**src/rtl/text_glyph_framebuffer_writer_defines.svh**
```systemverilog
`ifndef TEXT_GLYPH_FRAMEBUFFER_WRITER_DEFINES_SVH
`define TEXT_GLYPH_FRAMEBUFFER_WRITER_DEFINES_SVH

// consequent must hold in the same cycle as the antecedent
`define TGFW_ASSERT_SAME(label, clk, rst, ante, cons) \
   label: assert property (@(posedge clk) disable iff (rst) (ante) |-> (cons)) \
      else $error("tgfw same-cycle check failed");

// consequent must hold in the cycle after the antecedent
`define TGFW_ASSERT_NEXT(label, clk, rst, ante, cons) \
   label: assert property (@(posedge clk) disable iff (rst) (ante) |=> (cons)) \
      else $error("tgfw next-cycle check failed");

`endif

```
**src/rtl/tgfw_pkg.sv**
```systemverilog
package tgfw_pkg;

   localparam int COL_W       = 7;
   localparam int PAGE_W      = 4;
   localparam int ADDR_W      = 10;
   localparam int BYTE_W      = 8;
   localparam int CHAR_W      = 8;
   localparam int GLYPH_IDX_W = 7;
   localparam int GLYPH_WIDTH = 5;
   localparam int BEAT_W      = 3;
   localparam int ROW_W       = GLYPH_WIDTH * BYTE_W;
   localparam int QUEUE_DEPTH = 2;
   localparam int QPTR_W      = 1;
   localparam int QCNT_W      = 2;

   localparam logic [CHAR_W-1:0] CHAR_NEWLINE = 8'h0A;
   localparam logic [CHAR_W-1:0] CHAR_SPACE   = 8'h20;
   localparam logic [CHAR_W-1:0] CHAR_LAST    = 8'h7E;

   typedef logic [BEAT_W-1:0] beat_type;

   // one glyph to draw: first framebuffer address and font index
   typedef struct packed {
      logic [ADDR_W-1:0]      base_addr;
      logic [GLYPH_IDX_W-1:0] glyph_index;
   } cmd_type;

   typedef struct packed {
      logic full;
      logic empty;
   } queue_status_type;

   // font row, leftmost column in the top byte
   function automatic logic [ROW_W-1:0] font_row(input logic [GLYPH_IDX_W-1:0] idx);
      logic [ROW_W-1:0] row;
      case (idx)
         7'd0  : row = 40'h00_00_00_00_00;
         7'd1  : row = 40'h00_00_2F_00_00;
         7'd2  : row = 40'h00_07_00_07_00;
         7'd3  : row = 40'h14_7F_14_7F_14;
         7'd4  : row = 40'h24_2A_7F_2A_12;
         7'd5  : row = 40'h23_13_08_64_62;
         7'd6  : row = 40'h36_49_55_22_50;
         7'd7  : row = 40'h00_05_03_00_00;
         7'd8  : row = 40'h00_1C_22_41_00;
         7'd9  : row = 40'h00_41_22_1C_00;
         7'd10 : row = 40'h14_08_3E_08_14;
         7'd11 : row = 40'h08_08_3E_08_08;
         7'd12 : row = 40'h00_00_A0_60_00;
         7'd13 : row = 40'h08_08_08_08_08;
         7'd14 : row = 40'h00_60_60_00_00;
         7'd15 : row = 40'h20_10_08_04_02;
         7'd16 : row = 40'h3E_51_49_45_3E;
         7'd17 : row = 40'h00_42_7F_40_00;
         7'd18 : row = 40'h42_61_51_49_46;
         7'd19 : row = 40'h21_41_45_4B_31;
         7'd20 : row = 40'h18_14_12_7F_10;
         7'd21 : row = 40'h27_45_45_45_39;
         7'd22 : row = 40'h3C_4A_49_49_30;
         7'd23 : row = 40'h01_71_09_05_03;
         7'd24 : row = 40'h36_49_49_49_36;
         7'd25 : row = 40'h06_49_49_29_1E;
         7'd26 : row = 40'h00_36_36_00_00;
         7'd27 : row = 40'h00_56_36_00_00;
         7'd28 : row = 40'h08_14_22_41_00;
         7'd29 : row = 40'h14_14_14_14_14;
         7'd30 : row = 40'h00_41_22_14_08;
         7'd31 : row = 40'h02_01_51_09_06;
         7'd32 : row = 40'h32_49_59_51_3E;
         7'd33 : row = 40'h7C_12_11_12_7C;
         7'd34 : row = 40'h7F_49_49_49_36;
         7'd35 : row = 40'h3E_41_41_41_22;
         7'd36 : row = 40'h7F_41_41_22_1C;
         7'd37 : row = 40'h7F_49_49_49_41;
         7'd38 : row = 40'h7F_09_09_09_01;
         7'd39 : row = 40'h3E_41_49_49_7A;
         7'd40 : row = 40'h7F_08_08_08_7F;
         7'd41 : row = 40'h00_41_7F_41_00;
         7'd42 : row = 40'h20_40_41_3F_01;
         7'd43 : row = 40'h7F_08_14_22_41;
         7'd44 : row = 40'h7F_40_40_40_40;
         7'd45 : row = 40'h7F_02_0C_02_7F;
         7'd46 : row = 40'h7F_04_08_10_7F;
         7'd47 : row = 40'h3E_41_41_41_3E;
         7'd48 : row = 40'h7F_09_09_09_06;
         7'd49 : row = 40'h3E_41_51_21_5E;
         7'd50 : row = 40'h7F_09_19_29_46;
         7'd51 : row = 40'h46_49_49_49_31;
         7'd52 : row = 40'h01_01_7F_01_01;
         7'd53 : row = 40'h3F_40_40_40_3F;
         7'd54 : row = 40'h1F_20_40_20_1F;
         7'd55 : row = 40'h3F_40_38_40_3F;
         7'd56 : row = 40'h63_14_08_14_63;
         7'd57 : row = 40'h07_08_70_08_07;
         7'd58 : row = 40'h61_51_49_45_43;
         7'd59 : row = 40'h00_7F_41_41_00;
         7'd60 : row = 40'h55_AA_55_AA_55;
         7'd61 : row = 40'h00_41_41_7F_00;
         7'd62 : row = 40'h04_02_01_02_04;
         7'd63 : row = 40'h40_40_40_40_40;
         7'd64 : row = 40'h00_03_05_00_00;
         7'd65 : row = 40'h20_54_54_54_78;
         7'd66 : row = 40'h7F_48_44_44_38;
         7'd67 : row = 40'h38_44_44_44_20;
         7'd68 : row = 40'h38_44_44_48_7F;
         7'd69 : row = 40'h38_54_54_54_18;
         7'd70 : row = 40'h08_7E_09_01_02;
         7'd71 : row = 40'h18_A4_A4_A4_7C;
         7'd72 : row = 40'h7F_08_04_04_78;
         7'd73 : row = 40'h00_44_7D_40_00;
         7'd74 : row = 40'h40_80_84_7D_00;
         7'd75 : row = 40'h7F_10_28_44_00;
         7'd76 : row = 40'h00_41_7F_40_00;
         7'd77 : row = 40'h7C_04_18_04_78;
         7'd78 : row = 40'h7C_08_04_04_78;
         7'd79 : row = 40'h38_44_44_44_38;
         7'd80 : row = 40'hFC_24_24_24_18;
         7'd81 : row = 40'h18_24_24_18_FC;
         7'd82 : row = 40'h7C_08_04_04_08;
         7'd83 : row = 40'h48_54_54_54_20;
         7'd84 : row = 40'h04_3F_44_40_20;
         7'd85 : row = 40'h3C_40_40_20_7C;
         7'd86 : row = 40'h1C_20_40_20_1C;
         7'd87 : row = 40'h3C_40_30_40_3C;
         7'd88 : row = 40'h44_28_10_28_44;
         7'd89 : row = 40'h1C_A0_A0_A0_7C;
         7'd90 : row = 40'h44_64_54_4C_44;
         7'd91 : row = 40'h00_10_7C_82_00;
         7'd92 : row = 40'h00_00_FF_00_00;
         7'd93 : row = 40'h00_82_7C_10_00;
         7'd94 : row = 40'h00_06_09_09_06;
         default : row = '0;
      endcase
      return row;
   endfunction

   // one column byte of a glyph
   function automatic logic [BYTE_W-1:0] font_column(input logic [GLYPH_IDX_W-1:0] idx,
                                                     input beat_type beat);
      logic [ROW_W-1:0]  row;
      logic [BYTE_W-1:0] col;
      row = font_row(idx);
      case (beat)
         3'd0    : col = row[39:32];
         3'd1    : col = row[31:24];
         3'd2    : col = row[23:16];
         3'd3    : col = row[15:8];
         3'd4    : col = row[7:0];
         default : col = '0;
      endcase
      return col;
   endfunction

endpackage

```
**src/rtl/tgfw_front.sv**
```systemverilog
module tgfw_front #(
   parameter int SCREEN_COLUMNS = 128,
   parameter int PAGE_COUNT     = 8,
   parameter int GLYPH_PITCH    = 6
) (
   input  logic                      clock,
   input  logic                      reset,
   input  logic                      req_tvalid,
   output logic                      req_tready,
   input  logic [7:0]                char_code,
   input  logic                      end_of_text,
   input  tgfw_pkg::queue_status_type queue_status,
   output logic                      push_valid,
   output tgfw_pkg::cmd_type         push_cmd
);
   import tgfw_pkg::*;

   localparam int WRAP_COLUMN = SCREEN_COLUMNS - GLYPH_PITCH;

   logic [COL_W-1:0]  col_ff, col_in;
   logic [PAGE_W-1:0] page_ff, page_in;

   logic              accept;
   logic              wrap;
   logic [COL_W-1:0]  col_wrapped;
   logic [PAGE_W-1:0] page_wrapped;
   logic              printable;
   logic              draw;

   assign req_tready = !queue_status.full;
   assign accept     = req_tvalid && req_tready;

   always_comb begin
      // wrap on newline or when the column reaches SCREEN_COLUMNS - GLYPH_PITCH
      wrap = (char_code == CHAR_NEWLINE) ||
             ({2'b00, col_ff} >= 9'(WRAP_COLUMN));
      col_wrapped  = wrap ? '0 : col_ff;
      page_wrapped = page_ff;
      if (wrap && (page_ff < PAGE_W'(PAGE_COUNT))) begin
         page_wrapped = page_ff + 4'd1;
      end
      // leading space on a line is skipped
      printable = (char_code >= CHAR_SPACE) && (char_code <= CHAR_LAST) &&
                  !((col_wrapped == '0) && (char_code == CHAR_SPACE));
      draw = printable && (page_wrapped < PAGE_W'(PAGE_COUNT));

      push_cmd.base_addr   = ADDR_W'(col_wrapped) + ADDR_W'(page_wrapped * SCREEN_COLUMNS);
      push_cmd.glyph_index = GLYPH_IDX_W'(char_code - CHAR_SPACE);
      push_valid           = accept && draw;

      col_in  = col_ff;
      page_in = page_ff;
      if (accept) begin
         col_in  = printable ? COL_W'(col_wrapped + COL_W'(GLYPH_PITCH)) : col_wrapped;
         page_in = page_wrapped;
         if (end_of_text) begin
            col_in  = '0;
            page_in = '0;
         end
      end
   end

   always_ff @(posedge clock) begin
      if (reset) begin
         col_ff  <= '0;
         page_ff <= '0;
      end else begin
         col_ff  <= col_in;
         page_ff <= page_in;
      end
   end

endmodule

```
**config.mk**
```make
export PLATFORM = sky130hd
export DESIGN_NAME = tgfw_front
export DESIGN_NICKNAME = d
export VERILOG_FILES = /design/src/rtl/text_glyph_framebuffer_writer_defines.svh /design/src/rtl/tgfw_pkg.sv /design/src/rtl/tgfw_front.sv
export SDC_FILE = /design/constraint.sdc
export NUM_CORES = 1
export LEC_CHECK = 0
export ABC_AREA = 1
export BUFFER_PORTS_ARGS = -buffer_cell sky130_fd_sc_hd__buf_4
export CORE_MARGIN = 4
export CORE_UTILIZATION = 49
export DETAILED_ROUTE_END_ITERATION = 7
export GPL_TIMING_DRIVEN = 0
export PLACE_DENSITY = 0.77
export SLEW_MARGIN = 20
export SYNTH_ARGS = -nofsm -noshare
export SYNTH_HDL_FRONTEND = slang
export SYNTH_SLANG_ARGS = --single-unit
```
**constraint.sdc**
```tcl
create_clock -name clock -period 2.3 [get_ports clock]
set_input_delay 0.345 -clock clock [delete_from_list [all_inputs] [get_ports clock]]
set_output_delay 0.345 -clock clock [all_outputs]
set_load 0.01 [all_outputs]
```
# Word level (Yosys, flattened, before mapping)
# Cells that the tools add are included.
# W data, S select, Z words.
# word_totals
mem_bits_rw,0
n_memories,0
romBits,0
latch_bits,0
in_bits,14
regBits,11
word_cells,29
out_inout_bits,19
# op_classes
n_eq_ne,2
div_mod_pow,0
addsub,4
muxes,5
n_reduce_logical,11
magnitude_cmp,5
bitwise_logic,0
mul,0
shift,0
# ops
cell,n
$mux W7,3
$add A7 B10 Y10,1
$eq A8 B4 Y1 const B,1
$eq A8 B6 Y1 const B,1
$ge A8 B6 Y1 const B,1
$le A8 B7 Y1 const B,1
$lt A4 B4 Y1 const B,2
$mux W4,2
$add A7 B3 Y7 const B,1
$ge A7 B7 Y1 const B,1
$logic_and A1 B1 Y1,7
$logic_not A7 Y1,1
$sub A7 B6 Y7 const B,1
$add A4 B1 Y4 const B,1
$logic_not A1 Y1,2
$logic_or A1 B1 Y1,1

# Logic depth before layout (Yosys ltp)
# depth
depth_word,9
depth_mapped,16
mapped_depth_nobuf,16

# Worst setup path before layout
# Ideal clock, no wire load.
# synth_path
kind,register to register
start,register col_ff[1]
end,register col_ff[5]
path_buffers,0
setup_ps,70
path_stages_with_launch,17
arrival_ps,1966
period_less_slack_ps,2036
setup_slack_ps,264
required_ps,2230
cell_sequence,dfxtp_1 > inv_1 > nand2_1 > nand2_4 > inv_2 > nor2_4 > inv_2 > nor2_1 > inv_1 > ha_1 > nor2_1 > nand4_1 > nand2_1 > nand2_1 > nand3_1 > nand3_1 > a21oi_1
# synth_between
elab_chain_cells,9
elab_cells_between_ends,10
classes_between,1 x add/sub; 1 x order compare; 3 x mux; 5 x reduce/logical
# synth_lines
element,line,rtl
start: declaration,tgfw_front.sv:20,"logic [COL_W-1:0] col_ff, col_in;"
start signal: assignment,tgfw_front.sv:68,col_ff <= col_in;
$ge A7 B7 Y1,tgfw_front.sv:36,"({2'b00, col_ff} >= 9'(WRAP_COLUMN));"
$logic_or A1 B1 Y1,tgfw_front.sv:35,wrap = (char_code == CHAR_NEWLINE) ||
$mux W7 *,tgfw_front.sv:37,col_wrapped = wrap ? '0 : col_ff;
branches (longest 4 deep; another with $add A7 B3 Y7),n/a,
$mux W7 *,tgfw_front.sv:54,col_in = printable ? COL_W'(col_wrapped + COL_W'(GLYPH_PITCH)) : col_wrapped;
$mux W7 *,tgfw_front.sv:56,if (end_of_text) begin
# Mark *: on every way between the ends.
# A chain may end at the register's enable or synchronous reset.

# Final worst setup path
# layout_path
start,register col_ff[4]
end,output push_valid
# layout_between
elab_chain_cells,9
elab_cells_between_ends,12
classes_between,2 x order compare; 2 x mux; 8 x reduce/logical
# layout_lines
element,line,rtl
branches (longest 7 deep; another with $ge A7 B7 Y1),n/a,
$logic_and A1 B1 Y1 *,tgfw_front.sv:45,draw = printable && (page_wrapped < PAGE_W'(PAGE_COUNT));
$logic_and A1 B1 Y1 *,tgfw_front.sv:49,push_valid = accept && draw;
end: declaration,tgfw_front.sv:13,"output logic push_valid,"
# Marked as above.

==> out/metrics.cfg <==
[floorplan]
core_sq_um=1780
die_h_um=52.1
pin_count=33
fp-row-count=15
die_x_um=52.1
start_util_pct=53.4
dieArea_sq_um=2710

[final_layout]
fin_util_pct=71.7
final_nets=211
final_cell_mix=39 x nand2_1, 37 x buf_4, 23 x inv_1
syn_to_final_growth_pct=34.3
drive_gt1_share_pct=32.6
nFillCells=167
fin_area_sq_um=1280
multiInputGateArea_sq_um=611
antenna_cells=0
regArea_sq_um=224
final_common_cell=nand2_1

[timing]
hold_viol=0
fmax_ghz=0.462
finalSetupViolCount=0
relSlewSlack_pct=68.7
tightest_slew_ps=470
finalCritPeriodShare_pct=94.1
drv_slew=0
fin_crit_ps=2160
skew_ps=11.0

[worst_hold_path]
hp-start=reset
hold_class=primary input to flip-flop

[worst_setup_path]
worstSetupStartpoint=col_ff[4]
crit_chain=nand2_2, nor2_4, nand2_4, nand3_1, nand2_2, nor2_4, nand2_4, nand2_2, nor3_1, buf_4
start_kind=flip-flop
crit_path_max_fanout=8
cp_slowest_cell=dfxtp_2
path_delay_family=simple AND/OR/NAND/NOR gates
critical_path_class=flip-flop to output pin
slowest_delay_ps=390
reg2reg_slack_ps=170
end_kind=output pin
r2r-start=col_ff[1]
cp.required_ps=1960
cp.arrival_ps=1820
critPathBufInv=1
crit_path_frequent_cell=nand2_2

[yosys]
ys_seq_area_share_pct=23.1
synth-seq-cells=11
synthCells=157
syn_area_sq_um=952
synth_fp_nets=174
ys_types=22
syn_avg_cell_area_sq_um=6.06
synth_warnings=0

[drt]
vias=1114
viasPerCell=5.11
drc=0
avgRoutedWirePerCell_um=11.9
drt_wl_total_mm=2.60
ant_nets=0
drtIter0Drc=30
dr.pass1.iters=4

[cts]
clock_latency_ps=280
cts_htree_levels=1
cts_buffers=3
holdBufCountCts=0
cts_tree=yes
clkTransAtPathRegs_ps=70
numClockSinks=11
cts_root_buf=clkbuf_4
clockBufferDepth=2

[power]
ir_drop_v=0.000307
powerDensity_nw_per_um2=338
static-leakage-power_nw=0.686

[global_route]
grt_pass1_vias=989
grt_max_degree=11
antenna_found_initial=0
overflow=0
grt_pass1_wl_mm=4.16
grt_util_all_layers_pct=20.7

[run_status]
status=finished clean

[place]
port_buffers=31
place_hpwl_mm=1.97
place_area_sq_um=1220
gp_congestion=0.827

[run]
maxCapViolations=0

[layer usage]
layer  wire [um]  share of wire, %  global-route usage [%]  vias up
met1        1160                44                    24.9      511
li1            -                 -                       -      571
met3         156               6.0                    7.16        5
met5           0                 0                       0        -
met2        1270                49                    34.3       27
met4          15              0.58                    6.11        0
[sequential cells by signal (all words and copies together), names as in the netlist]
register,count
col_ff,7
page_ff,4
[worst register-to-register path: cells and delay by family (launching register included)]
family,cells,cell delay [ps]
AO/OA/AOI/OAI,1,140
adder cells (fa/ha/maj),1,230
flip-flops,1,330
AND/OR/NAND/NOR,10,1020
buffers and inverters,4,330
[final timing paths]
| path | endpoint | cells past startpoint |
|---|---|---|
| hold reg to reg | col_ff[0] | 2 |
| setup / recovery | push_valid | 10 |
| hold / removal | page_ff[3] | 3 |
| setup reg to reg | col_ff[5] | 16 |
[Yosys cell counts, drive strengths merged]
| library cell | number | area share [%] |
|---|---|---|
| nand2 | 47 | 21 |
| nand3 | 17 | 8.9 |
| o211a | 1 | 1.1 |
| xnor2 | 1 | 0.92 |
| o211ai | 2 | 1.6 |
| a21oi | 10 | 5.3 |
| o21ai | 3 | 1.6 |
| nor3 | 2 | 1.1 |
| inv | 27 | 11 |
| dfxtp | 11 | 23 |
| xor2 | 2 | 1.8 |
| nor2 | 18 | 9.7 |
| buf | 5 | 3.9 |
| a41oi | 1 | 0.92 |
| ha | 3 | 3.9 |
| nand4 | 5 | 3.3 |
| clkbuf | 2 | 0.79 |
[through the flow]
step	worst slack, ps	setup TNS [ps]	instances	power (W)	hold WS, ps
finish	135	0	218	0.000432	350
global route	-48.8	-48.8	218	0.000458	353
CTS	26.4	0	217	0.000437	346
detailed placement	38.5	0	213	0.000302	478
global placement	80.3	0	213	0.000299	474
floorplan	264	0	157	0.000253	441
[cells by family (layout without fill, tap and decap cells)]
group / after synthesis / count (layout) / share of synthesized area [%]
and+or+nand+nor: 89 / 89 / 44.4
buffers and inverters: 34 / 70 / 15.4
AOI/OAI and AO/OA: 17 / 17 / 10.4
DFF: 11 / 11 / 23.1
adders and majority gates: 3 / 3 / 3.94
xor gates and xnor gates: 3 / 3 / 2.76
[cell type report]
cell class,instances,share of cell area (%)
Multi-Input combinational cell,112,47.7
Timing Repair Buffer,32,18.8
Sequential cell,11,17.5
Inverter,27,7.93
Buffer,7,3.52
Tap cell,25,2.45
Clock buffer,4,2.05
[timing repair]
item                                    in CTS  in global routing
buffers inserted                             0                  1
endpoints found under the setup margin       0                  2
resized for setup                            0                 10
[power breakdown]
| part | internal (W) | leakage [nW] | switching (W) | total, W |
|---|---|---|---|---|
| clock | 0.0000672 | 0.0150 | 0.0000647 | 0.000132 |
| sequential | 0.000193 | 0.0902 | 0.00000272 | 0.000195 |
| combinational | 0.0000488 | 0.580 | 0.0000564 | 0.000105 |
Power figures use the tool's default switching activity.
