File: config.mk
export PLATFORM = sky130hd
export DESIGN_NAME = tgfw_cmd_queue
export DESIGN_NICKNAME = d
export VERILOG_FILES = /design/src/rtl/text_glyph_framebuffer_writer_defines.svh /design/src/rtl/tgfw_pkg.sv /design/src/rtl/tgfw_cmd_queue.sv
export SDC_FILE = /design/constraint.sdc
export NUM_CORES = 1
export LEC_CHECK = 0
export ABC_AREA = 1
export BUFFER_PORTS_ARGS = -buffer_cell sky130_fd_sc_hd__buf_4
export CELL_PAD_IN_SITES_DETAIL_PLACEMENT = 0
export CELL_PAD_IN_SITES_GLOBAL_PLACEMENT = 2
export CORE_UTILIZATION = 38
export DETAILED_ROUTE_END_ITERATION = 8
export GPL_TIMING_DRIVEN = 0
export PLACE_DENSITY_LB_ADDON = 0.2
export RECOVER_POWER = 100
export SYNTH_ARGS = -nofsm -noshare
export SYNTH_HDL_FRONTEND = slang
export SYNTH_SLANG_ARGS = --single-unit
File: constraint.sdc
create_clock -name clock -period 2.85 [get_ports clock]
set_input_delay 0.285 -clock clock [delete_from_list [all_inputs] [get_ports clock]]
set_output_delay 0.285 -clock clock [all_outputs]
set_load 0.005 [all_outputs]
File: src/rtl/text_glyph_framebuffer_writer_defines.svh
`ifndef TEXT_GLYPH_FRAMEBUFFER_WRITER_DEFINES_SVH
`define TEXT_GLYPH_FRAMEBUFFER_WRITER_DEFINES_SVH

// consequent must hold in the same cycle as the antecedent
`define TGFW_ASSERT_SAME(label, clk, rst, ante, cons) \
   label: assert property (@(posedge clk) disable iff (rst) (ante) |-> (cons)) \
      else $error("tgfw same-cycle check failed");

// consequent must hold in the cycle after the antecedent
`define TGFW_ASSERT_NEXT(label, clk, rst, ante, cons) \
   label: assert property (@(posedge clk) disable iff (rst) (ante) |=> (cons)) \
      else $error("tgfw next-cycle check failed");

`endif

File: src/rtl/tgfw_pkg.sv
package tgfw_pkg;

   localparam int COL_W       = 7;
   localparam int PAGE_W      = 4;
   localparam int ADDR_W      = 10;
   localparam int BYTE_W      = 8;
   localparam int CHAR_W      = 8;
   localparam int GLYPH_IDX_W = 7;
   localparam int GLYPH_WIDTH = 5;
   localparam int BEAT_W      = 3;
   localparam int ROW_W       = GLYPH_WIDTH * BYTE_W;
   localparam int QUEUE_DEPTH = 2;
   localparam int QPTR_W      = 1;
   localparam int QCNT_W      = 2;

   localparam logic [CHAR_W-1:0] CHAR_NEWLINE = 8'h0A;
   localparam logic [CHAR_W-1:0] CHAR_SPACE   = 8'h20;
   localparam logic [CHAR_W-1:0] CHAR_LAST    = 8'h7E;

   typedef logic [BEAT_W-1:0] beat_type;

   // one glyph to draw: first framebuffer address and font index
   typedef struct packed {
      logic [ADDR_W-1:0]      base_addr;
      logic [GLYPH_IDX_W-1:0] glyph_index;
   } cmd_type;

   typedef struct packed {
      logic full;
      logic empty;
   } queue_status_type;

   // font row, leftmost column in the top byte
   function automatic logic [ROW_W-1:0] font_row(input logic [GLYPH_IDX_W-1:0] idx);
      logic [ROW_W-1:0] row;
      case (idx)
         7'd0  : row = 40'h00_00_00_00_00;
         7'd1  : row = 40'h00_00_2F_00_00;
         7'd2  : row = 40'h00_07_00_07_00;
         7'd3  : row = 40'h14_7F_14_7F_14;
         7'd4  : row = 40'h24_2A_7F_2A_12;
         7'd5  : row = 40'h23_13_08_64_62;
         7'd6  : row = 40'h36_49_55_22_50;
         7'd7  : row = 40'h00_05_03_00_00;
         7'd8  : row = 40'h00_1C_22_41_00;
         7'd9  : row = 40'h00_41_22_1C_00;
         7'd10 : row = 40'h14_08_3E_08_14;
         7'd11 : row = 40'h08_08_3E_08_08;
         7'd12 : row = 40'h00_00_A0_60_00;
         7'd13 : row = 40'h08_08_08_08_08;
         7'd14 : row = 40'h00_60_60_00_00;
         7'd15 : row = 40'h20_10_08_04_02;
         7'd16 : row = 40'h3E_51_49_45_3E;
         7'd17 : row = 40'h00_42_7F_40_00;
         7'd18 : row = 40'h42_61_51_49_46;
         7'd19 : row = 40'h21_41_45_4B_31;
         7'd20 : row = 40'h18_14_12_7F_10;
         7'd21 : row = 40'h27_45_45_45_39;
         7'd22 : row = 40'h3C_4A_49_49_30;
         7'd23 : row = 40'h01_71_09_05_03;
         7'd24 : row = 40'h36_49_49_49_36;
         7'd25 : row = 40'h06_49_49_29_1E;
         7'd26 : row = 40'h00_36_36_00_00;
         7'd27 : row = 40'h00_56_36_00_00;
         7'd28 : row = 40'h08_14_22_41_00;
         7'd29 : row = 40'h14_14_14_14_14;
         7'd30 : row = 40'h00_41_22_14_08;
         7'd31 : row = 40'h02_01_51_09_06;
         7'd32 : row = 40'h32_49_59_51_3E;
         7'd33 : row = 40'h7C_12_11_12_7C;
         7'd34 : row = 40'h7F_49_49_49_36;
         7'd35 : row = 40'h3E_41_41_41_22;
         7'd36 : row = 40'h7F_41_41_22_1C;
         7'd37 : row = 40'h7F_49_49_49_41;
         7'd38 : row = 40'h7F_09_09_09_01;
         7'd39 : row = 40'h3E_41_49_49_7A;
         7'd40 : row = 40'h7F_08_08_08_7F;
         7'd41 : row = 40'h00_41_7F_41_00;
         7'd42 : row = 40'h20_40_41_3F_01;
         7'd43 : row = 40'h7F_08_14_22_41;
         7'd44 : row = 40'h7F_40_40_40_40;
         7'd45 : row = 40'h7F_02_0C_02_7F;
         7'd46 : row = 40'h7F_04_08_10_7F;
         7'd47 : row = 40'h3E_41_41_41_3E;
         7'd48 : row = 40'h7F_09_09_09_06;
         7'd49 : row = 40'h3E_41_51_21_5E;
         7'd50 : row = 40'h7F_09_19_29_46;
         7'd51 : row = 40'h46_49_49_49_31;
         7'd52 : row = 40'h01_01_7F_01_01;
         7'd53 : row = 40'h3F_40_40_40_3F;
         7'd54 : row = 40'h1F_20_40_20_1F;
         7'd55 : row = 40'h3F_40_38_40_3F;
         7'd56 : row = 40'h63_14_08_14_63;
         7'd57 : row = 40'h07_08_70_08_07;
         7'd58 : row = 40'h61_51_49_45_43;
         7'd59 : row = 40'h00_7F_41_41_00;
         7'd60 : row = 40'h55_AA_55_AA_55;
         7'd61 : row = 40'h00_41_41_7F_00;
         7'd62 : row = 40'h04_02_01_02_04;
         7'd63 : row = 40'h40_40_40_40_40;
         7'd64 : row = 40'h00_03_05_00_00;
         7'd65 : row = 40'h20_54_54_54_78;
         7'd66 : row = 40'h7F_48_44_44_38;
         7'd67 : row = 40'h38_44_44_44_20;
         7'd68 : row = 40'h38_44_44_48_7F;
         7'd69 : row = 40'h38_54_54_54_18;
         7'd70 : row = 40'h08_7E_09_01_02;
         7'd71 : row = 40'h18_A4_A4_A4_7C;
         7'd72 : row = 40'h7F_08_04_04_78;
         7'd73 : row = 40'h00_44_7D_40_00;
         7'd74 : row = 40'h40_80_84_7D_00;
         7'd75 : row = 40'h7F_10_28_44_00;
         7'd76 : row = 40'h00_41_7F_40_00;
         7'd77 : row = 40'h7C_04_18_04_78;
         7'd78 : row = 40'h7C_08_04_04_78;
         7'd79 : row = 40'h38_44_44_44_38;
         7'd80 : row = 40'hFC_24_24_24_18;
         7'd81 : row = 40'h18_24_24_18_FC;
         7'd82 : row = 40'h7C_08_04_04_08;
         7'd83 : row = 40'h48_54_54_54_20;
         7'd84 : row = 40'h04_3F_44_40_20;
         7'd85 : row = 40'h3C_40_40_20_7C;
         7'd86 : row = 40'h1C_20_40_20_1C;
         7'd87 : row = 40'h3C_40_30_40_3C;
         7'd88 : row = 40'h44_28_10_28_44;
         7'd89 : row = 40'h1C_A0_A0_A0_7C;
         7'd90 : row = 40'h44_64_54_4C_44;
         7'd91 : row = 40'h00_10_7C_82_00;
         7'd92 : row = 40'h00_00_FF_00_00;
         7'd93 : row = 40'h00_82_7C_10_00;
         7'd94 : row = 40'h00_06_09_09_06;
         default : row = '0;
      endcase
      return row;
   endfunction

   // one column byte of a glyph
   function automatic logic [BYTE_W-1:0] font_column(input logic [GLYPH_IDX_W-1:0] idx,
                                                     input beat_type beat);
      logic [ROW_W-1:0]  row;
      logic [BYTE_W-1:0] col;
      row = font_row(idx);
      case (beat)
         3'd0    : col = row[39:32];
         3'd1    : col = row[31:24];
         3'd2    : col = row[23:16];
         3'd3    : col = row[15:8];
         3'd4    : col = row[7:0];
         default : col = '0;
      endcase
      return col;
   endfunction

endpackage

File: src/rtl/tgfw_cmd_queue.sv
module tgfw_cmd_queue (
   input  logic                       clock,
   input  logic                       reset,
   input  logic                       push_valid,
   input  tgfw_pkg::cmd_type          push_cmd,
   input  logic                       pop,
   output tgfw_pkg::cmd_type          head_cmd,
   output tgfw_pkg::queue_status_type queue_status
);
   import tgfw_pkg::*;

   cmd_type           entries_ff [QUEUE_DEPTH];
   logic [QPTR_W-1:0] wr_ptr_ff, wr_ptr_in;
   logic [QPTR_W-1:0] rd_ptr_ff, rd_ptr_in;
   logic [QCNT_W-1:0] count_ff, count_in;
   logic              do_push;
   logic              do_pop;

   assign queue_status.full  = (count_ff == QCNT_W'(QUEUE_DEPTH));
   assign queue_status.empty = (count_ff == '0);
   assign head_cmd           = entries_ff[rd_ptr_ff];

   assign do_push = push_valid && !queue_status.full;
   assign do_pop  = pop && !queue_status.empty;

   always_comb begin
      wr_ptr_in = do_push ? wr_ptr_ff + 1'b1 : wr_ptr_ff;
      rd_ptr_in = do_pop  ? rd_ptr_ff + 1'b1 : rd_ptr_ff;
      count_in  = count_ff;
      if (do_push && !do_pop) begin
         count_in = count_ff + 2'd1;
      end else if (do_pop && !do_push) begin
         count_in = count_ff - 2'd1;
      end
   end

   always_ff @(posedge clock) begin
      if (reset) begin
         wr_ptr_ff <= '0;
         rd_ptr_ff <= '0;
         count_ff  <= '0;
      end else begin
         wr_ptr_ff <= wr_ptr_in;
         rd_ptr_ff <= rd_ptr_in;
         count_ff  <= count_in;
      end
   end

   always_ff @(posedge clock) begin
      if (do_push) begin
         entries_ff[wr_ptr_ff] <= push_cmd;
      end
   end

endmodule

Word-level counts from Yosys, hierarchy flattened:

Memories as Yosys holds them, arrays and structs flattened. A register that Yosys moved wholly into a read port is not among the register bits.
Index checks and enable logic that the tools add are counted.

* logic and storage cells: 25
* memories kept: 1
* memory bits (read-only): 0
* output and inout port bits: 19
* input port bits: 21
* latch bits: 0
* memory bits (writable): 34
* register bits after elaboration: 4

* equality and inequality tests: 1
* multiply operators: 0
* muxes and demuxes: 6
* bitwise gates (word level): 0
* add/sub/neg operators: 4
* $lt $le $gt $ge: 0
* divide/modulo/power cells: 0
* reductions and logical operators: 10
* shift operators: 0

Memories
* entries_ff: words 2, width 17, read ports 1, clocked after Yosys merged registers in 1, wr ports 1, RTL line tgfw_cmd_queue.sv:12 `cmd_type entries_ff [QUEUE_DEPTH];`

Operator list (number)
* 1-bit logical AND: 4
* 1-bit logical NOT: 4
* 1-bit 2-to-1 mux: 4
* 2-bit 2-to-1 mux: 2
* 1-bit adder, second input constant: 2
* 2-bit by 1-bit adder with 2-bit output, second input constant: 1
* 2-bit == test, second input constant: 1
* 2-bit logical NOT: 1
* 2-bit nonzero test: 1
* 2-bit by 1-bit subtractor with 2-bit output, second input constant: 1

Depth between registers and ports, before layout:

Gate-level depths: netlist of the first run.

* depth after elaboration: 7
* gate-level depth with buffers: 10
* gate-level depth less buffers: 10

Worst setup path after synthesis of the first run:

OpenSTA, ideal clock, no wires.

* path kind: reg-to-reg
* start: register count_ff[0]
* end: memory entries_ff[1][0] (netlist name), enable pin
* period minus slack after synthesis: 1.677 ns
* setup time: 0.391 ns
* arrival time: 1.286 ns
* cell stages (with the launch flop): 3
* path buffers: 0
* setup slack: 1.173 ns
* required time: 2.459 ns
* cells stage by stage: dfxtp_1 > o21ai_2 > nor2_1

* cells in the longest elaborated chain, start to end: 5

RTL lines
* from (decl): RTL line tgfw_cmd_queue.sv:15 `logic [QCNT_W-1:0] count_ff, count_in;`
* from (signal assigned): RTL line tgfw_cmd_queue.sv:45 `count_ff <= count_in;`
* 2-bit == test: RTL line tgfw_cmd_queue.sv:19 `assign queue_status.full = (count_ff == QCNT_W'(QUEUE_DEPTH));`
* 1-bit logical NOT: RTL line tgfw_cmd_queue.sv:23 `assign do_push = push_valid && !queue_status.full;`
* 1-bit logical AND: RTL line tgfw_cmd_queue.sv:23
* 1-bit 2-to-1 mux: RTL line tgfw_cmd_queue.sv:50 `if (do_push) begin`
* 1-bit 2-to-1 mux (implied by the code): RTL line tgfw_cmd_queue.sv:51 `entries_ff[wr_ptr_ff] <= push_cmd;`
* to (decl): RTL line tgfw_cmd_queue.sv:12

No other way between the ends.

Worst setup path in the final report of the first run:

* start: register count_ff[0]
* end: memory entries_ff[0][2] (netlist name), enable pin

Same word-level chain as after synthesis.

==> flow_metrics.tcl, run 1 <==
set metrics [dict create \
    critPathBufInv 1 \
    crit_family "simple AND/OR/NAND/NOR gates" \
    start_util_pct 40.7 \
    slew_violations 0 \
    cts_resized 0 \
    rsz0062_at_grt "no" \
    grt-ovfl-total 0 \
    grt_pass1_wl_um 3640 \
    synth_cell_type_count 19 \
    final_cell_mix "edfxtp_1, clkbuf_4, buf_4" \
    avgSynthCellArea_sq_um 17.0 \
    ys.warnings.count 0 \
    areaGrowthSynthToFinish_pct 24.1 \
    slowest_stage "nor2_1" \
    fin_area_sq_mm 0.00190 \
    drive_above_1_share_pct 36.7 \
    hold_class "in -> reg" \
    hold_viol_final 0 \
    layout.nets 160 \
    cts_tree "built" \
    fin_crit_ps 2130 \
    fmax_mhz 469 \
    dr.pass1.iters 4 \
    postCtsHoldBufs 0 \
    min_period_over_period_pct 74.8 \
    clk_pin_slew_ps 70 \
    place_congestion 0.691 \
    placed_cell_area_sq_mm 0.00191 \
    critPathMaxStageDelay_ps 750 \
    diodes 0 \
    rows 22 \
    hold_start "push_cmd[4]" \
    viasPerCell 4.45 \
    syn_area_sq_mm 0.00153 \
    start_kind "register" \
    clock_sink_count 39 \
    leakagePower_nw 0.726 \
    h-tree-depth 2 \
    wl_per_cell_um 12.2 \
    drc 0 \
    crit_fanout 11 \
    clock_path_buffers 2 \
    cts_buffers 5 \
    cp.arrival_ps 2070 \
    final_antenna_net_count 0 \
    worst_setup_path_end_kind "register" \
    die_area_sq_mm 0.00429 \
    relSlewSlack_pct 39.2 \
    synth_nets 112 \
    clock_latency_ps 270 \
    core_sq_mm 0.00377 \
    gr-usage-all-layers_pct 12.0 \
    max-cap-violations 0 \
    reg2reg_from "count_ff[0]" \
    grt_max_degree 12 \
    timing.final.ws_setup_ps 718 \
    finalSetupTns_ps 0 \
    io_buffers 39 \
    tightestPinTransition_ps 908 \
    syn_inst 90 \
    crit_type "reg -> reg" \
    crit_start "count_ff[0]" \
    ir_drop_mv 0.298 \
    postCtsSetupBuffers 0 \
    wirelength_um 2290 \
    final_common_cell "edfxtp_1" \
    dp_hpwl_um 1590 \
    die_w_um 65.5 \
    post-place-ws_ps 946 \
    die_h_um 65.5 \
    status "finished clean" \
    drtIter0Drc 16 \
    num-fill-cells 345 \
    num_vias 833 \
    io_pins 40 \
    yosysSeqAreaShare_pct 73.1 \
    antenna_found_initial 0 \
    seq_area_sq_mm 0.00112 \
    setup_viol 0 \
    cts-root-buf "clkbuf_8" \
    power_density_mw_per_mm2 796 \
    path_cells "o21ai_0 > nor2_1 > clkbuf_1" \
    grt_pass1_vias 805 \
    critPathRequiredTime_ps 2790 \
    multi_input_area_sq_um 307 \
    fin_skew_ps 2.30 \
    ys_seq_elements 39 \
]
## through the flow
stage	cells	hold slack, ps	total power, W	utilization [%]
5_1_grt	187	196	0.00162	50.5
6_report	187	215	0.00152	50.5
3_5_place_dp	179	473	0.00128	50.6
2_1_floorplan	90	384	0.00107	-
4_1_cts	187	181	0.00161	52.8
3_3_place_gp	177	470	0.00125	50.0
## final cells by class
type                            instances  area share (%)
Sequential cell                        39            58.9
Multi-Input combinational cell         40            16.1
Timing Repair Buffer                   41            14.6
Clock buffer                            7            4.01
Tap cell                               48            3.15
Inverter                                9            1.77
Buffer                                  2            1.25
Clock inverter                          1           0.263
## cells in the mapped netlist, drive strengths merged
cell type,n,area share [%]
edfxtp,34,67
mux2,17,15
inv,9,2.2
nor2,9,2.2
dfxtp,5,6.5
o21ai,5,2.1
nand2,4,1.1
buf,2,2.0
a21oi,1,0.33
and2,1,0.41
ha,1,0.82
nand3,1,0.33
nand4,1,0.41
## layer usage
layer	part of all wire (%)	GRT usage [%]	vias to the layer above
li1	-	-	418
met1	42	12.9	388
met2	51	20.5	22
met3	5.4	4.86	5
met4	1.7	5.71	0
met5	0	0	-
## sequential cells by signal (all words and copies together) (netlist names), named ones only
name	count
wr_ptr_ff	1
rd_ptr_ff	1
entries_ff	34
count_ff	2
## kinds of logic after synthesis
logic type	synth area share [%]
and+or+nand+nor	4.49
buffers and inverters	4.24
DFF	73.1
AOI/OAI and AO/OA	2.45
adders and majority gates	0.816
muxes	14.9
## worst reg2reg max path, cell delays in order (launching register included)
cell and delay, ps:
dfxtp_1 420, o21ai_0 230, nor2_1 750, clkbuf_1 400
## final timing paths
path	end	slack [ps]	depth (start not counted)
worst max-delay path	entries_ff[0][2]	720	3
worst min-delay path	entries_ff[1][4]	210	1
worst max register to register	entries_ff[0][2]	720	3
worst min register to register	wr_ptr_ff	510	2
## report_power, final
part	switching, W	internal (W)	leakage, nW
Sequential	0.0000309	0.000726	0.359
Combinational	0.000199	0.000224	0.326
Clock	0.000166	0.000171	0.0422
Note: power is estimated with default switching activity, not from simulation.
==> inputs of run 2 (changes only) <==
- CORE_UTILIZATION: 38 -> 32
- clock period: 2.85 -> 1.9 ns (I/O delays scaled with it)
==> flow_metrics.tcl, run 2 (synthesized netlist as in run 1, its figures left out) <==
set metrics [dict create \
    critPathBufInv 3 \
    critPathRequiredTime_ps 1710 \
    postCtsSetupBuffers 0 \
    grtUsageMet2_pct 17.6 \
    grt_pass1_wl_um 4110 \
    busiest_layer "met2" \
    power_density_mw_per_mm2 1200 \
    cts_tree "built" \
    wirelength_um 2410 \
    h-tree-depth 2 \
    diodes 0 \
    clock_sink_count 39 \
    status "finished, violations left" \
    hold_viol_final 0 \
    hold_start "push_cmd[2]" \
    cts_buffers 5 \
    start_util_pct 34.3 \
    grt_pass1_vias 873 \
    seq_area_sq_mm 0.00112 \
    place_congestion 0.697 \
    viasPerCell 4.45 \
    crit_family "buffers and inverters" \
    num_vias 850 \
    die_h_um 71.2 \
    tightestPinTransition_ps 578 \
    setup_viol 0 \
    clk_pin_slew_ps 70 \
    reg2reg_from "count_ff[0]" \
    rsz0062_at_grt "no" \
    worst_setup_path_end_kind "output port" \
    layout.nets 160 \
    leakagePower_nw 0.781 \
    min_period_over_period_pct 86.6 \
    core_sq_mm 0.00447 \
    grt_max_degree 17 \
    fin_skew_ps 2.27 \
    slew_violations 0 \
    slowest_stage "dfxtp_1" \
    drtIter0Drc 51 \
    die_w_um 71.2 \
    use_met1_pct 13.5 \
    clock_path_buffers 2 \
    crit_type "reg -> out" \
    fin_crit_ps 1650 \
    relSlewSlack_pct 61.3 \
    rows 24 \
    drive_above_1_share_pct 48.2 \
    cp.arrival_ps 1460 \
    fin_util_pct 44.2 \
    final_antenna_net_count 0 \
    dr.pass1.iters 6 \
    hold_class "in -> reg" \
    gr-usage-all-layers_pct 11.1 \
    path_cells "clkbuf_2 > buf_12 > mux2_4 > buf_4" \
    crit_fanout 10 \
    largest_reg_flops 34 \
    final_common_cell "edfxtp_1" \
    fmax_mhz 608 \
    grt-ovfl-total 0 \
    max-cap-violations 0 \
    multi_input_area_sq_um 344 \
    cts-root-buf "clkbuf_8" \
    drc 4 \
    areaGrowthSynthToFinish_pct 28.8 \
    largest_register "entries_ff" \
    violations "DRC" \
    io_pins 40 \
    postCtsHoldBufs 0 \
    wl_per_cell_um 12.6 \
    die_area_sq_mm 0.00507 \
    fin_worst_hold_slack_ps 113 \
    num-fill-cells 407 \
    antenna_found_initial 0 \
    clock_latency_ps 280 \
    ir_drop_mv 0.471 \
    critPathMaxStageDelay_ps 310 \
    dp_hpwl_um 1720 \
    reg_top3 "entries_ff x34, count_ff x2" \
    io_buffers 39 \
    cts_resized 0 \
    grtUsageMet3_pct 5.06 \
    final_cell_mix "edfxtp_1, clkbuf_4, buf_4" \
    start_kind "register" \
]
-- run 2: metrics by stage --
step / instances / power [W] / setup TNS, ps / setup WS (ps) / cell area (sq um)
final: 191 / 0.00238 / 0 / 254 / 1980
after detailed placement: 183 / 0.00193 / 0 / 436 / 1930
after CTS: 191 / 0.00246 / 0 / 338 / 2010
after global routing: 191 / 0.00253 / 0 / 146 / 1980
after floorplan: 90 / 0.00160 / 0 / 223 / 1530
after global placement: 181 / 0.00189 / -9680 / -293 / 1890
-- run 2: metal layers --
metal,routed length [um],part of all wire (%),up-vias
met5,0,0,-
met4,36,1.5,0
met3,180,7.5,5
met2,1180,49,31
met1,1010,42,396
li1,-,-,418
-- run 2: area by class of cell --
type / instances / share of cell area (%)
buffer: 2 / 1.27
clock buffer: 7 / 3.86
clock inverter: 1 / 0.253
inverter: 9 / 1.71
multi-input combinational: 40 / 17.4
sequential: 39 / 56.7
tap: 52 / 3.29
timing repair buffer: 41 / 15.5
-- run 2: path summary, 6_finish.rpt --
check	endpoint	slack, ps	cells past startpoint
worst max-delay path	head_cmd[13]	250	4
worst min-delay path	entries_ff[1][2]	110	1
worst max register to register	entries_ff[0][8]	350	3
worst min register to register	wr_ptr_ff	520	2
-- run 2: report_power, final --
part	internal [W]	switching (W)
clock	0.000257	0.000264
combinational	0.000405	0.000313
sequential	0.00109	0.0000503
total	0.00175	0.000627
==> inputs of run 3 (changes only) <==
- CORE_UTILIZATION: 32 -> 36
- clock period: 1.9 -> 1.6 ns (I/O delays scaled with it)
==> flow_metrics.tcl, run 3 (synthesized netlist as in run 1, its figures left out) <==
set metrics [dict create \
    status "finished clean" \
    grt_max_degree 18 \
    reg2regPathDepth 9 \
    setup_viol 0 \
    critPathMaxStageDelay_ps 320 \
    hold_viol_final 0 \
    critPathRequiredTime_ps 1440 \
    max-cap-violations 0 \
    num_vias 816 \
    die_area_sq_mm 0.00453 \
    worst-path-stages 4 \
    fin_util_pct 48.7 \
    diodes 0 \
    reg2reg_from "count_ff[1]" \
    dp_hpwl_um 1580 \
    crit_type "reg -> out" \
    viasPerCell 4.36 \
    crit_fanout 10 \
    slowest_stage "dfxtp_1" \
    dr.pass1.iters 4 \
    clock_sink_count 39 \
    critPathBufInv 3 \
    tightestPinTransition_ps 526 \
    leakagePower_nw 0.762 \
    multi_input_area_sq_um 367 \
    areaGrowthSynthToFinish_pct 28.9 \
    slew_violations 0 \
    min_period_over_period_pct 95.3 \
    grt-ovfl-total 0 \
    clock_latency_ps 290 \
    drc 0 \
    place_congestion 0.702 \
    regToRegSetupSlack_ps 150 \
    grt_pass1_vias 793 \
    wl_per_cell_um 12.3 \
    largest_register "entries_ff" \
    antenna_found_initial 0 \
    timing.final.ws_setup_ps 75.7 \
    drive_above_1_share_pct 45.3 \
    cts_buffers 5 \
    drtIter0Drc 22 \
    rsz0062_at_grt "no" \
    path_cells "buf_6 > buf_8 > mux2_4 > clkbuf_4" \
    post-place-ws_ps -148 \
    layout.nets 158 \
    fin_skew_ps 4.12 \
    grt_pass1_wl_um 3630 \
    final_common_cell "edfxtp_1" \
    final_antenna_net_count 0 \
    clock_path_buffers 2 \
    rows 23 \
    reg_top3 "entries_ff x34, count_ff x2" \
    gr-usage-all-layers_pct 11.5 \
    start_util_pct 37.8 \
    die_w_um 67.3 \
    io_buffers 39 \
    postCtsSetupBuffers 0 \
    core_sq_mm 0.00406 \
    worst_setup_path_end_kind "output port" \
    relSlewSlack_pct 64.8 \
    holdPathStages 1 \
    hold_class "in -> reg" \
    die_h_um 67.3 \
    ir_drop_mv 0.623 \
    postCtsHoldBufs 0 \
    timing.rr.end "count_ff[1]" \
    fin_worst_hold_slack_ps 69.4 \
    fin_crit_ps 1520 \
    start_kind "register" \
    crit_path_end "head_cmd[6]" \
    cts-root-buf "clkbuf_8" \
    seq_area_sq_mm 0.00112 \
    largest_reg_flops 34 \
    h-tree-depth 2 \
    wirelength_um 2300 \
    cts_tree "built" \
    power_density_mw_per_mm2 1500 \
    clk_pin_slew_ps 80 \
    final_cell_mix "edfxtp_1, clkbuf_4, mux2_4" \
    io_pins 40 \
    cp.arrival_ps 1360 \
    num-fill-cells 378 \
    fmax_mhz 656 \
    crit_family "buffers and inverters" \
]
run 3: cell count changes in the layout (fill, tap and decap cells not counted), moves of 2 or more:
| cell | delta |
|---|---|
| clkbuf_1 | +5 |
| clkbuf_4 | +2 |
| nor2_1 | -2 |
| buf_4 | -9 |
| clkbuf_2 | -2 |
| nor2_4 | +2 |
run 3: area by class of cell:
cell class | count | share of cell area (%)
multi-input cells | 40 | 18.5
clock buffers | 5 | 3.48
plain buffers | 2 | 1.33
inverters | 9 | 1.71
well taps | 50 | 3.16
repair buffers | 39 | 13.1
flip-flops and latches | 39 | 56.7
clock inverters | 3 | 1.96
run 3: metrics by stage:
| step | TNS [ps] | power (W) | cell area (sq um) | instances |
|---|---|---|---|---|
| 2_1_floorplan | -2600 | 0.00190 | 1530 | 90 |
| 3_3_place_gp | -18770 | 0.00224 | 1890 | 179 |
| 3_5_place_dp | -4480 | 0.00226 | 1890 | 179 |
| 4_1_cts | -5220 | 0.00304 | 2000 | 187 |
| 5_1_grt | 0 | 0.00314 | 1980 | 187 |
| 6_report | 0 | 0.00296 | 1980 | 187 |
run 3: report_power, final:
| part | leakage (nW) | switching, W | internal (W) |
|---|---|---|---|
| Combinational | 0.348 | 0.000371 | 0.000453 |
| Sequential | 0.359 | 0.0000667 | 0.00129 |
| Clock | 0.0556 | 0.000325 | 0.000456 |
| Total | 0.762 | 0.000764 | 0.00220 |
run 3: worst min-delay path by stage:
stage	start	endpoint
3_5_place_dp	push_cmd[0]	entries_ff[1][0]
4_1_cts	push_cmd[0]	entries_ff[0][0]
6_report	push_cmd[1]	entries_ff[0][1]
3_3_place_gp	push_cmd[1]	entries_ff[1][1]
2_1_floorplan	push_cmd[0]	entries_ff[0][0]
5_1_grt	push_cmd[0]	entries_ff[0][0]
run 3: timing repair:
action	CTS	global route
pin swaps	0	0
setup endpoints to repair	34	34
gates resized for setup	0	3
run 3: per-layer routing:
metal / up-vias / part of all wire, % / track usage, %
li1: 414 / - / -
met4: 0 / 2.0 / 5.59
met5: - / 0 / 0
met3: 7 / 6.5 / 5.07
met1: 368 / 44 / 12.9
met2: 27 / 48 / 18.8
